## src/sv/mieu_pkg.sv

```systemverilog
// mieu_pkg: opcodes, status codes, state encoding and constants for the
// integer execute unit. No dependencies.
package mieu_pkg;

    localparam int unsigned XLEN     = 32;
    localparam int unsigned REG_AW   = 5;
    localparam int unsigned REG_N    = 32;
    localparam logic [4:0]  LINK_REG = 5'd31;

    typedef enum logic [4:0] {
        OP_ADD   = 5'd0,
        OP_ADDI  = 5'd1,
        OP_ADDIU = 5'd2,
        OP_ADDU  = 5'd3,
        OP_AND   = 5'd4,
        OP_ANDI  = 5'd5,
        OP_BEQ   = 5'd6,
        OP_BGEZ  = 5'd7,
        OP_BGTZ  = 5'd8,
        OP_BLEZ  = 5'd9,
        OP_BLTZ  = 5'd10,
        OP_BNE   = 5'd11,
        OP_BREAK = 5'd12,
        OP_DIV   = 5'd13,
        OP_J     = 5'd14,
        OP_JAL   = 5'd15,
        OP_JALR  = 5'd16,
        OP_JR    = 5'd17
    } opcode_t;

    typedef enum logic [2:0] {
        ST_OK    = 3'd0,
        ST_OVF   = 3'd1,
        ST_BRK   = 3'd2,
        ST_DIVZ  = 3'd3,
        ST_UNDEF = 3'd4
    } status_t;

    typedef enum logic [2:0] {
        S_CLEAR,
        S_IDLE,
        S_READ,
        S_EXEC,
        S_DIV,
        S_DIVFIX,
        S_OUT
    } fsm_t;

    function automatic logic [31:0] sext16(input logic [15:0] v);
        return {{16{v[15]}}, v};
    endfunction

endpackage

```

## src/sv/mieu_ram.sv

```systemverilog
// mieu_ram: generic single-port-write, dual-read synchronous RAM with
// registered read data. No dependencies.
module mieu_ram #(
    parameter int WIDTH = 32,
    parameter int DEPTH = 32
) (
    input  logic                     clk,
    input  logic                     we,
    input  logic [$clog2(DEPTH)-1:0] waddr,
    input  logic [WIDTH-1:0]         wdata,
    input  logic [$clog2(DEPTH)-1:0] raddr_a,
    input  logic [$clog2(DEPTH)-1:0] raddr_b,
    output logic [WIDTH-1:0]         rdata_a,
    output logic [WIDTH-1:0]         rdata_b
);
    logic [WIDTH-1:0] mem [DEPTH];

    always_ff @(posedge clk)
    begin
        if (we)
        begin
            mem[waddr] <= wdata;
        end
        rdata_a <= mem[raddr_a];
        rdata_b <= mem[raddr_b];
    end
endmodule

```

## src/sv/mips_integer_execute_unit_top.sv

```systemverilog
// mips_integer_execute_unit_top: mips32 integer/branch execute unit with
// the register file in mieu_ram. Depends on mieu_pkg and mieu_ram.
//
// One instruction is a transaction on the input channel and produces one
// result transaction. After reset the unit zeroes every register of the
// register file before it accepts anything. An instruction then passes
// through register file read, execute with write-back and result held,
// except DIV with a nonzero divisor, which adds a one-bit-per-cycle
// restoring divider plus a sign fixup step. The register file has a
// single write port and a registered read; the next instruction is
// accepted once the result has been taken or while it is taken.
module mips_integer_execute_unit_top (
    input  logic        clk,
    input  logic        rst_n,
    input  logic        in_valid,
    output logic        in_stall,
    input  logic [4:0]  action,
    input  logic [4:0]  src_reg,
    input  logic [4:0]  second_reg,
    input  logic [4:0]  dest_reg,
    input  logic [15:0] imm_field,
    input  logic [25:0] jump_index,
    output logic        out_valid,
    input  logic        out_stall,
    output logic [2:0]  status,
    output logic        jump_valid,
    output logic [31:0] jump_address,
    output logic [31:0] pc_after,
    output logic        wrote_reg,
    output logic [4:0]  write_index,
    output logic [31:0] write_value
);
    import mieu_pkg::*;

    fsm_t state_reg, state_next;

    logic [4:0]  op_reg;
    logic [4:0]  rs_reg, rt_reg, rd_reg;
    logic [15:0] imm_reg;
    logic [25:0] idx_reg;
    logic [31:0] pc_reg, pc_next;
    logic [31:0] hi_reg, hi_next, lo_reg, lo_next;
    logic [5:0]  cnt_reg, cnt_next;

    logic [31:0] a_reg, a_next;    // divider remainder
    logic [31:0] q_reg, q_next;    // dividend magnitude shifting into quotient
    logic [31:0] mb_reg, mb_next;
    logic        sa_reg, sb_reg;

    logic [2:0]  st_reg, st_next;
    logic        jv_reg, jv_next;
    logic [31:0] ja_reg, ja_next;
    logic [31:0] pa_reg, pa_next;
    logic        wr_reg, wr_next;
    logic [4:0]  wi_reg, wi_next;
    logic [31:0] wv_reg, wv_next;

    logic        ram_we;
    logic [4:0]  ram_waddr;
    logic [31:0] ram_wdata, rdata_a, rdata_b;

    logic        acc_in;
    assign acc_in = in_valid && !in_stall;

    mieu_ram #(.WIDTH(XLEN), .DEPTH(REG_N)) u_regs (
        .clk     (clk),
        .we      (ram_we),
        .waddr   (ram_waddr),
        .wdata   (ram_wdata),
        .raddr_a (rs_reg),
        .raddr_b (rt_reg),
        .rdata_a (rdata_a),
        .rdata_b (rdata_b)
    );

    // next state
    always_comb
    begin
        state_next = state_reg;
        unique case (state_reg)
            S_CLEAR:  if (cnt_reg == 6'd31) state_next = S_IDLE;
            S_IDLE:   if (acc_in) state_next = S_READ;
            S_READ:   state_next = S_EXEC;
            S_EXEC:   state_next = (op_reg == OP_DIV && rdata_b != 32'd0) ? S_DIV : S_OUT;
            S_DIV:    if (cnt_reg == 6'd31) state_next = S_DIVFIX;
            S_DIVFIX: state_next = S_OUT;
            S_OUT:    if (!out_stall) state_next = acc_in ? S_READ : S_IDLE;
            default:  state_next = S_IDLE;
        endcase
    end

    // datapath
    logic [31:0] a, b, pc4, sum, bsel, tgt, simm;
    logic        take, wr, ovf;
    logic [4:0]  widx;
    logic [31:0] wval;
    logic [32:0] trial;
    logic [31:0] rem_sh;

    always_comb
    begin
        a = rdata_a;
        b = rdata_b;
        pc4 = pc_reg + 32'd4;
        simm = sext16(imm_reg);
        bsel = (op_reg == OP_ADD) ? b : simm;
        sum = a + bsel;
        ovf = (a[31] == bsel[31]) && (sum[31] != a[31]);
        take = 1'b0;
        wr = 1'b0;
        widx = 5'd0;
        wval = 32'd0;
        tgt = 32'd0;
        st_next = st_reg;
        jv_next = jv_reg;
        ja_next = ja_reg;
        pa_next = pa_reg;
        wr_next = wr_reg;
        wi_next = wi_reg;
        wv_next = wv_reg;
        pc_next = pc_reg;
        hi_next = hi_reg;
        lo_next = lo_reg;
        a_next = a_reg;
        q_next = q_reg;
        mb_next = mb_reg;
        cnt_next = cnt_reg;
        ram_we = 1'b0;
        ram_waddr = cnt_reg[4:0];
        ram_wdata = 32'd0;
        rem_sh = {a_reg[30:0], q_reg[31]};
        trial = {1'b0, rem_sh} - {1'b0, mb_reg};

        unique case (state_reg)
            S_CLEAR:
            begin
                ram_we = 1'b1;
                cnt_next = cnt_reg + 6'd1;
            end
            S_EXEC:
            begin
                st_next = ST_OK;
                jv_next = 1'b0;
                ja_next = 32'd0;
                unique case (op_reg)
                    OP_ADD, OP_ADDI:
                    begin
                        if (ovf) st_next = ST_OVF;
                        else
                        begin
                            wr = 1'b1;
                            widx = (op_reg == OP_ADD) ? rd_reg : rt_reg;
                            wval = sum;
                        end
                    end
                    OP_ADDIU: begin wr = 1'b1; widx = rt_reg; wval = a + simm; end
                    OP_ADDU:  begin wr = 1'b1; widx = rd_reg; wval = a + b; end
                    OP_AND:   begin wr = 1'b1; widx = rd_reg; wval = a & b; end
                    OP_ANDI:  begin wr = 1'b1; widx = rt_reg; wval = a & {16'd0, imm_reg}; end
                    OP_BEQ:   take = (a == b);
                    OP_BGEZ:  take = !a[31];
                    OP_BGTZ:  take = !a[31] && (a != 32'd0);
                    OP_BLEZ:  take = a[31] || (a == 32'd0);
                    OP_BLTZ:  take = a[31];
                    OP_BNE:   take = (a != b);
                    OP_BREAK: st_next = ST_BRK;
                    OP_DIV:
                    begin
                        if (b == 32'd0) st_next = ST_DIVZ;
                        a_next = 32'd0;
                        q_next = a[31] ? (32'd0 - a) : a;
                        mb_next = b[31] ? (32'd0 - b) : b;
                        cnt_next = 6'd0;
                    end
                    OP_J, OP_JAL:
                    begin
                        jv_next = 1'b1;
                        tgt = {pc4[31:28], idx_reg, 2'b00};
                        ja_next = tgt;
                        if (op_reg == OP_JAL)
                        begin
                            wr = 1'b1; widx = LINK_REG; wval = pc_reg + 32'd8;
                        end
                    end
                    OP_JALR:
                    begin
                        jv_next = 1'b1; tgt = a; ja_next = a;
                        wr = 1'b1; widx = rd_reg; wval = pc_reg + 32'd8;
                    end
                    OP_JR:    begin jv_next = 1'b1; tgt = a; ja_next = a; end
                    default:  st_next = ST_UNDEF;
                endcase
                if (wr && widx == 5'd0)
                begin
                    wr = 1'b0; wval = 32'd0;
                end
                pc_next = jv_next ? tgt : (take ? pc4 + {simm[29:0], 2'b00} : pc4);
                pa_next = pc_next;
                wr_next = wr;
                wi_next = widx;
                wv_next = wval;
                ram_we = wr;
                ram_waddr = widx;
                ram_wdata = wval;
            end
            S_DIV:
            begin
                q_next = {q_reg[30:0], !trial[32]};
                a_next = trial[32] ? rem_sh : trial[31:0];
                cnt_next = cnt_reg + 6'd1;
            end
            S_DIVFIX:
            begin
                lo_next = (sa_reg != sb_reg) ? (32'd0 - q_reg) : q_reg;
                hi_next = sa_reg ? (32'd0 - a_reg) : a_reg;
            end
            default: ;
        endcase
    end

    always_ff @(posedge clk or negedge rst_n)
    begin
        if (!rst_n)
        begin
            state_reg <= S_CLEAR;
            cnt_reg   <= 6'd0;
            pc_reg    <= 32'd0;
            hi_reg    <= 32'd0;
            lo_reg    <= 32'd0;
        end
        else
        begin
            state_reg <= state_next;
            cnt_reg   <= cnt_next;
            pc_reg    <= pc_next;
            hi_reg    <= hi_next;
            lo_reg    <= lo_next;
        end
    end

    always_ff @(posedge clk)
    begin
        if (acc_in)
        begin
            op_reg  <= action;
            rs_reg  <= src_reg;
            rt_reg  <= second_reg;
            rd_reg  <= dest_reg;
            imm_reg <= imm_field;
            idx_reg <= jump_index;
        end
        if (state_reg == S_EXEC)
        begin
            sa_reg <= rdata_a[31];
            sb_reg <= rdata_b[31];
        end
        a_reg  <= a_next;
        q_reg  <= q_next;
        mb_reg <= mb_next;
        st_reg <= st_next;
        jv_reg <= jv_next;
        ja_reg <= ja_next;
        pa_reg <= pa_next;
        wr_reg <= wr_next;
        wi_reg <= wi_next;
        wv_reg <= wv_next;
    end

    // outputs
    always_comb
    begin
        in_stall     = !(state_reg == S_IDLE || (state_reg == S_OUT && !out_stall));
        out_valid    = (state_reg == S_OUT);
        status       = st_reg;
        jump_valid   = jv_reg;
        jump_address = ja_reg;
        pc_after     = pa_reg;
        wrote_reg    = wr_reg;
        write_index  = wi_reg;
        write_value  = wv_reg;
    end

    a_no_r0_write: assert property (@(posedge clk) disable iff (!rst_n)
        out_valid |-> !(wrote_reg && write_index == 5'd0))
        else $error("write to r0 reported");
    a_no_wr_on_ovf: assert property (@(posedge clk) disable iff (!rst_n)
        (out_valid && status == ST_OVF) |-> !wrote_reg)
        else $error("overflow with write");
    a_jump_pc: assert property (@(posedge clk) disable iff (!rst_n)
        (out_valid && jump_valid) |-> (pc_after == jump_address))
        else $error("jump pc mismatch");
    a_no_accept_clear: assert property (@(posedge clk) disable iff (!rst_n)
        (state_reg == S_CLEAR) |-> in_stall)
        else $error("accept during clear");
endmodule

```

## config.mk

```make
export PLATFORM = sky130hd
export DESIGN_NAME = mips_integer_execute_unit_top
export DESIGN_NICKNAME = d
export VERILOG_FILES = /design/src/sv/mieu_pkg.sv /design/src/sv/mieu_ram.sv /design/src/sv/mips_integer_execute_unit_top.sv
export SDC_FILE = /design/constraint.sdc
export NUM_CORES = 2
export LEC_CHECK = 0
export ABC_CLOCK_PERIOD_IN_PS = 8400
export BUFFER_PORTS_ARGS = -buffer_cell sky130_fd_sc_hd__buf_2
export CELL_PAD_IN_SITES_DETAIL_PLACEMENT = 1
export CELL_PAD_IN_SITES_GLOBAL_PLACEMENT = 1
export CORE_MARGIN = 3
export CORE_UTILIZATION = 55
export CTS_CLUSTER_DIAMETER = 40
export DETAILED_ROUTE_END_ITERATION = 12
export GPL_TIMING_DRIVEN = 1
export PLACE_DENSITY = 0.78
export SLEW_MARGIN = 20
export SYNTH_ARGS = -nofsm -noshare
export SYNTH_HDL_FRONTEND = slang
export SYNTH_SLANG_ARGS = --single-unit
```

## constraint.sdc

```tcl
create_clock -name clk -period 8.4 [get_ports clk]
set_input_delay 0.84 -clock clk [delete_from_list [all_inputs] [get_ports clk]]
set_output_delay 0.84 -clock clk [all_outputs]
set_load 0.005 [all_outputs]
```

## Word level (Yosys, flattened, before mapping)

Memories as Yosys holds them, arrays and structs flattened. A register that Yosys moved wholly into a read port is not among the register bits.
Cells that the tools add are included.

- Register bits after elaboration: 209
- RAM bits: 1,024
- Input bits: 66
- Output and inout port bits: 108
- Logic and storage cells: 128
- Memories: 1

Memories:

| name | depth | width | read ports | clocked after memory_dff | write ports | line | text |
|---|---|---|---|---|---|---|---|
| u_regs.mem | 32 | 32 | 2 | 2 | 1 | mieu_ram.sv:16 | `logic [WIDTH-1:0] mem [DEPTH];` |

- Add/subtract/negate cells: 7
- Equal/unequal tests: 33
- Multiplexer cells: 39
- Bitwise operators: 2
- Reductions and logical operators: 30

Operators with widths:

| operator | number |
|---|---|
| $mux 32 | 7 |
| $pmux 32 s7 | 1 |
| $add 32x32->32 | 4 |
| $logic_not 32->1 | 2 |
| $pmux 32 s2 | 1 |
| $reduce_bool 32->1 | 2 |
| $eq 5x4->1 const B | 8 |
| $add 32x3->32 const B | 1 |
| $add 32x4->32 const B | 1 |
| $and 32x16->32 | 1 |
| $and 32x32->32 | 1 |
| $eq 32x32->1 | 1 |
| $ne 32x32->1 | 1 |
| $mux 5 | 5 |
| $pmux 3 s7 | 1 |
| $eq 5x3->1 const B | 4 |
| $pmux 5 s4 | 1 |
| $reduce_or 14->1 | 1 |
| $mux 3 | 4 |
| $pmux 3 s4 | 1 |
| $pmux 6 s2 | 1 |
| $eq 5x2->1 const B | 2 |
| $eq 5x5->1 const B | 2 |
| $logic_not 5->1 | 2 |
| other kinds (26) | 56 |

## Depth between registers and ports, before layout

- Depth in word-level cells: 14
- Depth in mapped cells: 19
- Gate-level depth less buffers: 17

## Hierarchy

From an unflattened synthesis, not the netlist that was laid out.

- Cells, all modules: 5,214
- Area total of the unflattened synthesis: 66,286.1 um^2

Modules (own cells, without submodules):

| module | times used | cells an instance | area each (um^2) | seq. area each (um^2) |
|---|---|---|---|---|
| mieu_ram | 1 | 3,450 | 50,045.5 | 32,030.7 |
| mips_integer_execute_unit_top | 1 | 1,764 | 16,240.6 | 6,070.8 |

## Worst setup path before layout

No wires, ideal clock.

- Kind: register to register
- Start point: register op_reg[2]
- End point: memory u_regs.mem[28][0], enable pin
- Library setup time: 461 ps
- Data arrival time: 6,428 ps
- Data required time: 7,939 ps
- Slack: 1,511 ps
- Stages on the path, launching flop included: 15
- Buffers on the path: 1
- Period minus slack after synthesis: 6,889 ps
- Path through: edfxtp_1 > or4_4 > nor2_8 > clkbuf_1 > mux2_2 > ha_1 > a211oi_2 > nor2_1 > o21a_1 > a211o_1 > a31oi_1 > nand3_2 > o31ai_1 > nand3_1 > nor3_1

- Cells in the longest elaborated chain, start to end: 14
- Elaborated cells between the ends (all ways): 35
- Those cells by class: add/sub: 1; eq/ne: 10; mux: 15; reduce/logical: 9

Ends and longest elaborated chain:

| element | line | text |
|---|---|---|
| from (decl) | mips_integer_execute_unit_top.sv:37 | `logic [4:0] op_reg;` |
| from (signal assigned) | mips_integer_execute_unit_top.sv:245 | `op_reg <= action;` |
| $logic_not 5->1 | mips_integer_execute_unit_top.sv:106, mips_integer_execute_unit_top.sv:145, mips_integer_execute_unit_top.sv:152 |  |
| $mux 32 | mips_integer_execute_unit_top.sv:106 | `bsel = (op_reg == OP_ADD) ? b : simm;` |
| $add 32x32->32 | mips_integer_execute_unit_top.sv:107 | `sum = a + bsel;` |
| $ne 1x1->1 | mips_integer_execute_unit_top.sv:108 | `ovf = (a[31] == bsel[31]) && (sum[31] != a[31]);` |
| $logic_and 1x1->1 | mips_integer_execute_unit_top.sv:108 |  |
| $mux 5 | mips_integer_execute_unit_top.sv:148 | `if (ovf) st_next = ST_OVF;` |
| $pmux 5 s4 | mips_integer_execute_unit_top.sv:145 | `unique case (op_reg)` |
| $mux 5 | mips_integer_execute_unit_top.sv:134 | `unique case (state_reg)` |
| $logic_not 5->1 | mips_integer_execute_unit_top.sv:193 | `if (wr && widx == 5'd0)` |
| $logic_and 1x1->1 | mips_integer_execute_unit_top.sv:193 |  |
| $mux 1 | mips_integer_execute_unit_top.sv:193 |  |
| $pmux 1 s2 | mips_integer_execute_unit_top.sv:134 |  |
| $mux 1 | mieu_ram.sv:20 | `if (we)` |
| $mux 1 (implied by the code) | mieu_ram.sv:22 | `mem[waddr] <= wdata;` |
| to (decl) | mieu_ram.sv:16 |  |

Several ways; a longest one is shown, not always the timed one. The select of a mux whose other input is x is not followed.

## Worst setup path after layout

- Start point: register op_reg[2]
- End point: memory u_regs.mem[10][2], enable pin

Same word-level chain as after synthesis.

==> qor.csv <==
metric;value;unit
1st-pass router iterations;6;
core area;0.1153;mm²
Die Footprint;0.1214;mm²
Worst R2R Setup Slack;1450;ps
HP Class;input port to async pin;
# fillers;9871;
Final ANT Viol Nets;0;
Post-Synth Adder-Cell Area;2.557;%
Syn Std Cell Area;0.06449;mm²
Yosys top cell area share;55.50;%
vias in the first global route;43670;
# Post-CTS Setup Buffers;0;
share of layout cells above drive strength 1;34.15;%
routed length per instance;39.20;µm
Worst-path clk slew;60;ps
final net count;4180;
RSZ-0062 raised after global routing;no;
Final period util;82.75;%
mux cell area share after synthesis;24.68;%
worst path required time;8830;ps
fraction of registers with async set or reset after synthesis;3.161;%
area leader, netlist;edfxtp_1;
CP Class;flip-flop to flip-flop;
Post-CTS Hold Buffers;0;
post_cts resized;0;
Synth Register Bits;1297;
Largest Register;u_regs.mem;
Unique masters post-synth;92;
Power Density;276.1;mW/mm²
Initial Util;55.95;%
Crit path depth;14;
Slew headroom;20.45;%
VDD IR-drop max;0.2325;mV
Worst Path Max Fanout;33;
fin crit period;6951;ps
Post-synth EDFFs;1192;
H-tree levels;4;
Critical Path End Type;flip-flop;
Ys Warns;0;
routability congestion estimate;0.9619;
commonest cells after routing, fill and taps aside;edfxtp_1, mux4_2, clkbuf_16;
Final Slew Violations;0;
Die Ht;348.4;µm
CTS root buf;clkbuf_16;
max-cap violations;0;
PortBufs;173;
end of the worst register-to-register path;u_regs.mem[10][2]$_DFFE_PP_;
slowest stage delay, CP;760;ps
Post-Syn Instances;3750;
Finished Core Util;63.97;%
CTS tree;yes;
Max clock buf depth;3;
total CTS buffers;170;
largest family of logic cells by synthesized area;multiplexers;
storage element area;0.03810;mm²
Multi-input gate area;0.02561;mm²
Detailed Route WL;221500;µm
clk_lat worst skew;830;ps
syn avg cell area;17.20;µm²
Via density;7.392;
syn_nets;3946;
reg2reg path depth;14;
Critical path origin;op_reg[2]$_DFFE_PP_;
dpl hpwl;131500;µm
status;completed;
sequential share of the synthesized area;59.08;%
Layout Area Growth over Synthesis;14.34;%
Worst Path Arrival;7380;ps
commonest non-fill, non-tap cell in the layout;edfxtp_1;
Tightest Pin Transition;1193;ps
Via Count;41770;
largest net degree at the start of global routing;133;
Post-Synth XOR/XNOR Area;1.725;%
Post-synth top flop;edfxtp_1;
# DRC;0;
Setup violations, final;0;
initial antenna violation count;13;
crit-path cells;or4_4, nor2_8, mux2_2, ha_1, a211oi_2, nor2_1, o21a_1, a211o_1, a31oi_1, nand3_2, o31ai_1, nand2_1, nor2_4, buf_4;
GR Util All Layers;36.89;%
Setup TNS;0;ps
Synth area leaders;edfxtp_1, mux4_2, ha_1, dfxtp_1, mux2_2;
simple-gate share of the synthesized area;4.641;%
FMAX;143.9;MHz
reg2reg start;op_reg[2]$_DFFE_PP_;
first-pass GRT wire length;319400;µm
clock sinks;1297;
Clock Skew;54.22;ps
slowest cell on the critical path;nor2_4;
total global routing overflow;0;
die span in x;348.4;µm
leakage power;0.02746;µW
Setup crit end;u_regs.mem[10][2]$_DFFE_PP_;
initial drt markers;5290;
flip-flop count of the largest register after layout;1024;
Hold Vio Cnt, Final;0;
Buf/Inv on CP;1;
floorplan row count;124;
Ports;174;
compound-gate portion of the synthesized area;5.613;%
critical path launch point type;flip-flop;
CP top delay family;simple AND/OR/NAND/NOR gates;
area by class of cell:
cell class,count,area share (%)
sequential,1297,51.67
multi-input combinational,2170,34.73
clock buffer,198,6.226
timing repair buffer,297,2.637
tap,1512,2.566
clock inverter,122,1.900
inverter,48,0.2511
antenna,6,0.02036
cell families (layout without fill, tap and decap cells):
| family | count (synthesis) | in the layout |
|---|---|---|
| AND/OR/NAND/NOR | 612 | 612 |
| adder cells (fa/ha/maj) | 130 | 130 |
| AO/OA/AOI/OAI | 524 | 524 |
| buffers and inverters | 283 | 665 |
| other | 0 | 6 |
| XOR/XNOR | 127 | 127 |
| multiplexers | 777 | 777 |
| flip-flops | 1297 | 1297 |
per-stage QoR:
step	setup WS (ps)	power [µW]	hold WS, ps	area, µm²	cells
floorplan	1511	11010	442.0	64490	3750
global placement	1598	12590	462.6	67580	5319
detailed placement	1632	12680	467.0	67660	5321
CTS	1556	20350	125.6	73650	5641
global route	1301	21020	170.6	73720	5644
finish	1449	20360	137.4	73740	5650
layer usage:
metal | vias to the layer above | GRT usage, % | share of wire, %
met5 | - | 0 | 0.029
met2 | 3197 | 59.56 | 49
li1 | 16200 | - | -
met4 | 10 | 19.12 | 5.6
met1 | 21690 | 46.71 | 35
met3 | 673 | 9.347 | 11
cell usage after synthesis, types with 59 or more instances:
library cell and instances:
xnor2_1 72, mux2_2 105, edfxtp_1 1192, ha_1 127, a21o_1 77, clkbuf_1 165, dfxtp_1 64, a21oi_1 120
nor2_1 169, o21ai_0 84, nand2_1 177, buf_1 59, mux4_2 640
worst min-delay path by stage:
stage                                   to  depth (start not counted)
detailed placement  cnt_reg[5]$_DFFE_PN0P_                          1
global placement    cnt_reg[5]$_DFFE_PN0P_                          1
floorplan           cnt_reg[5]$_DFFE_PN0P_                          1
finish              cnt_reg[1]$_DFFE_PN0P_                          2
global route        cnt_reg[1]$_DFFE_PN0P_                          2
CTS                 cnt_reg[3]$_DFFE_PN0P_                          2
power by group:
group	internal [µW]	switching (µW)
sequential	7470	423
combinational	1800	3010
clock	4580	3070
total	13900	6500
Note: power is estimated with default switching activity, not from simulation.
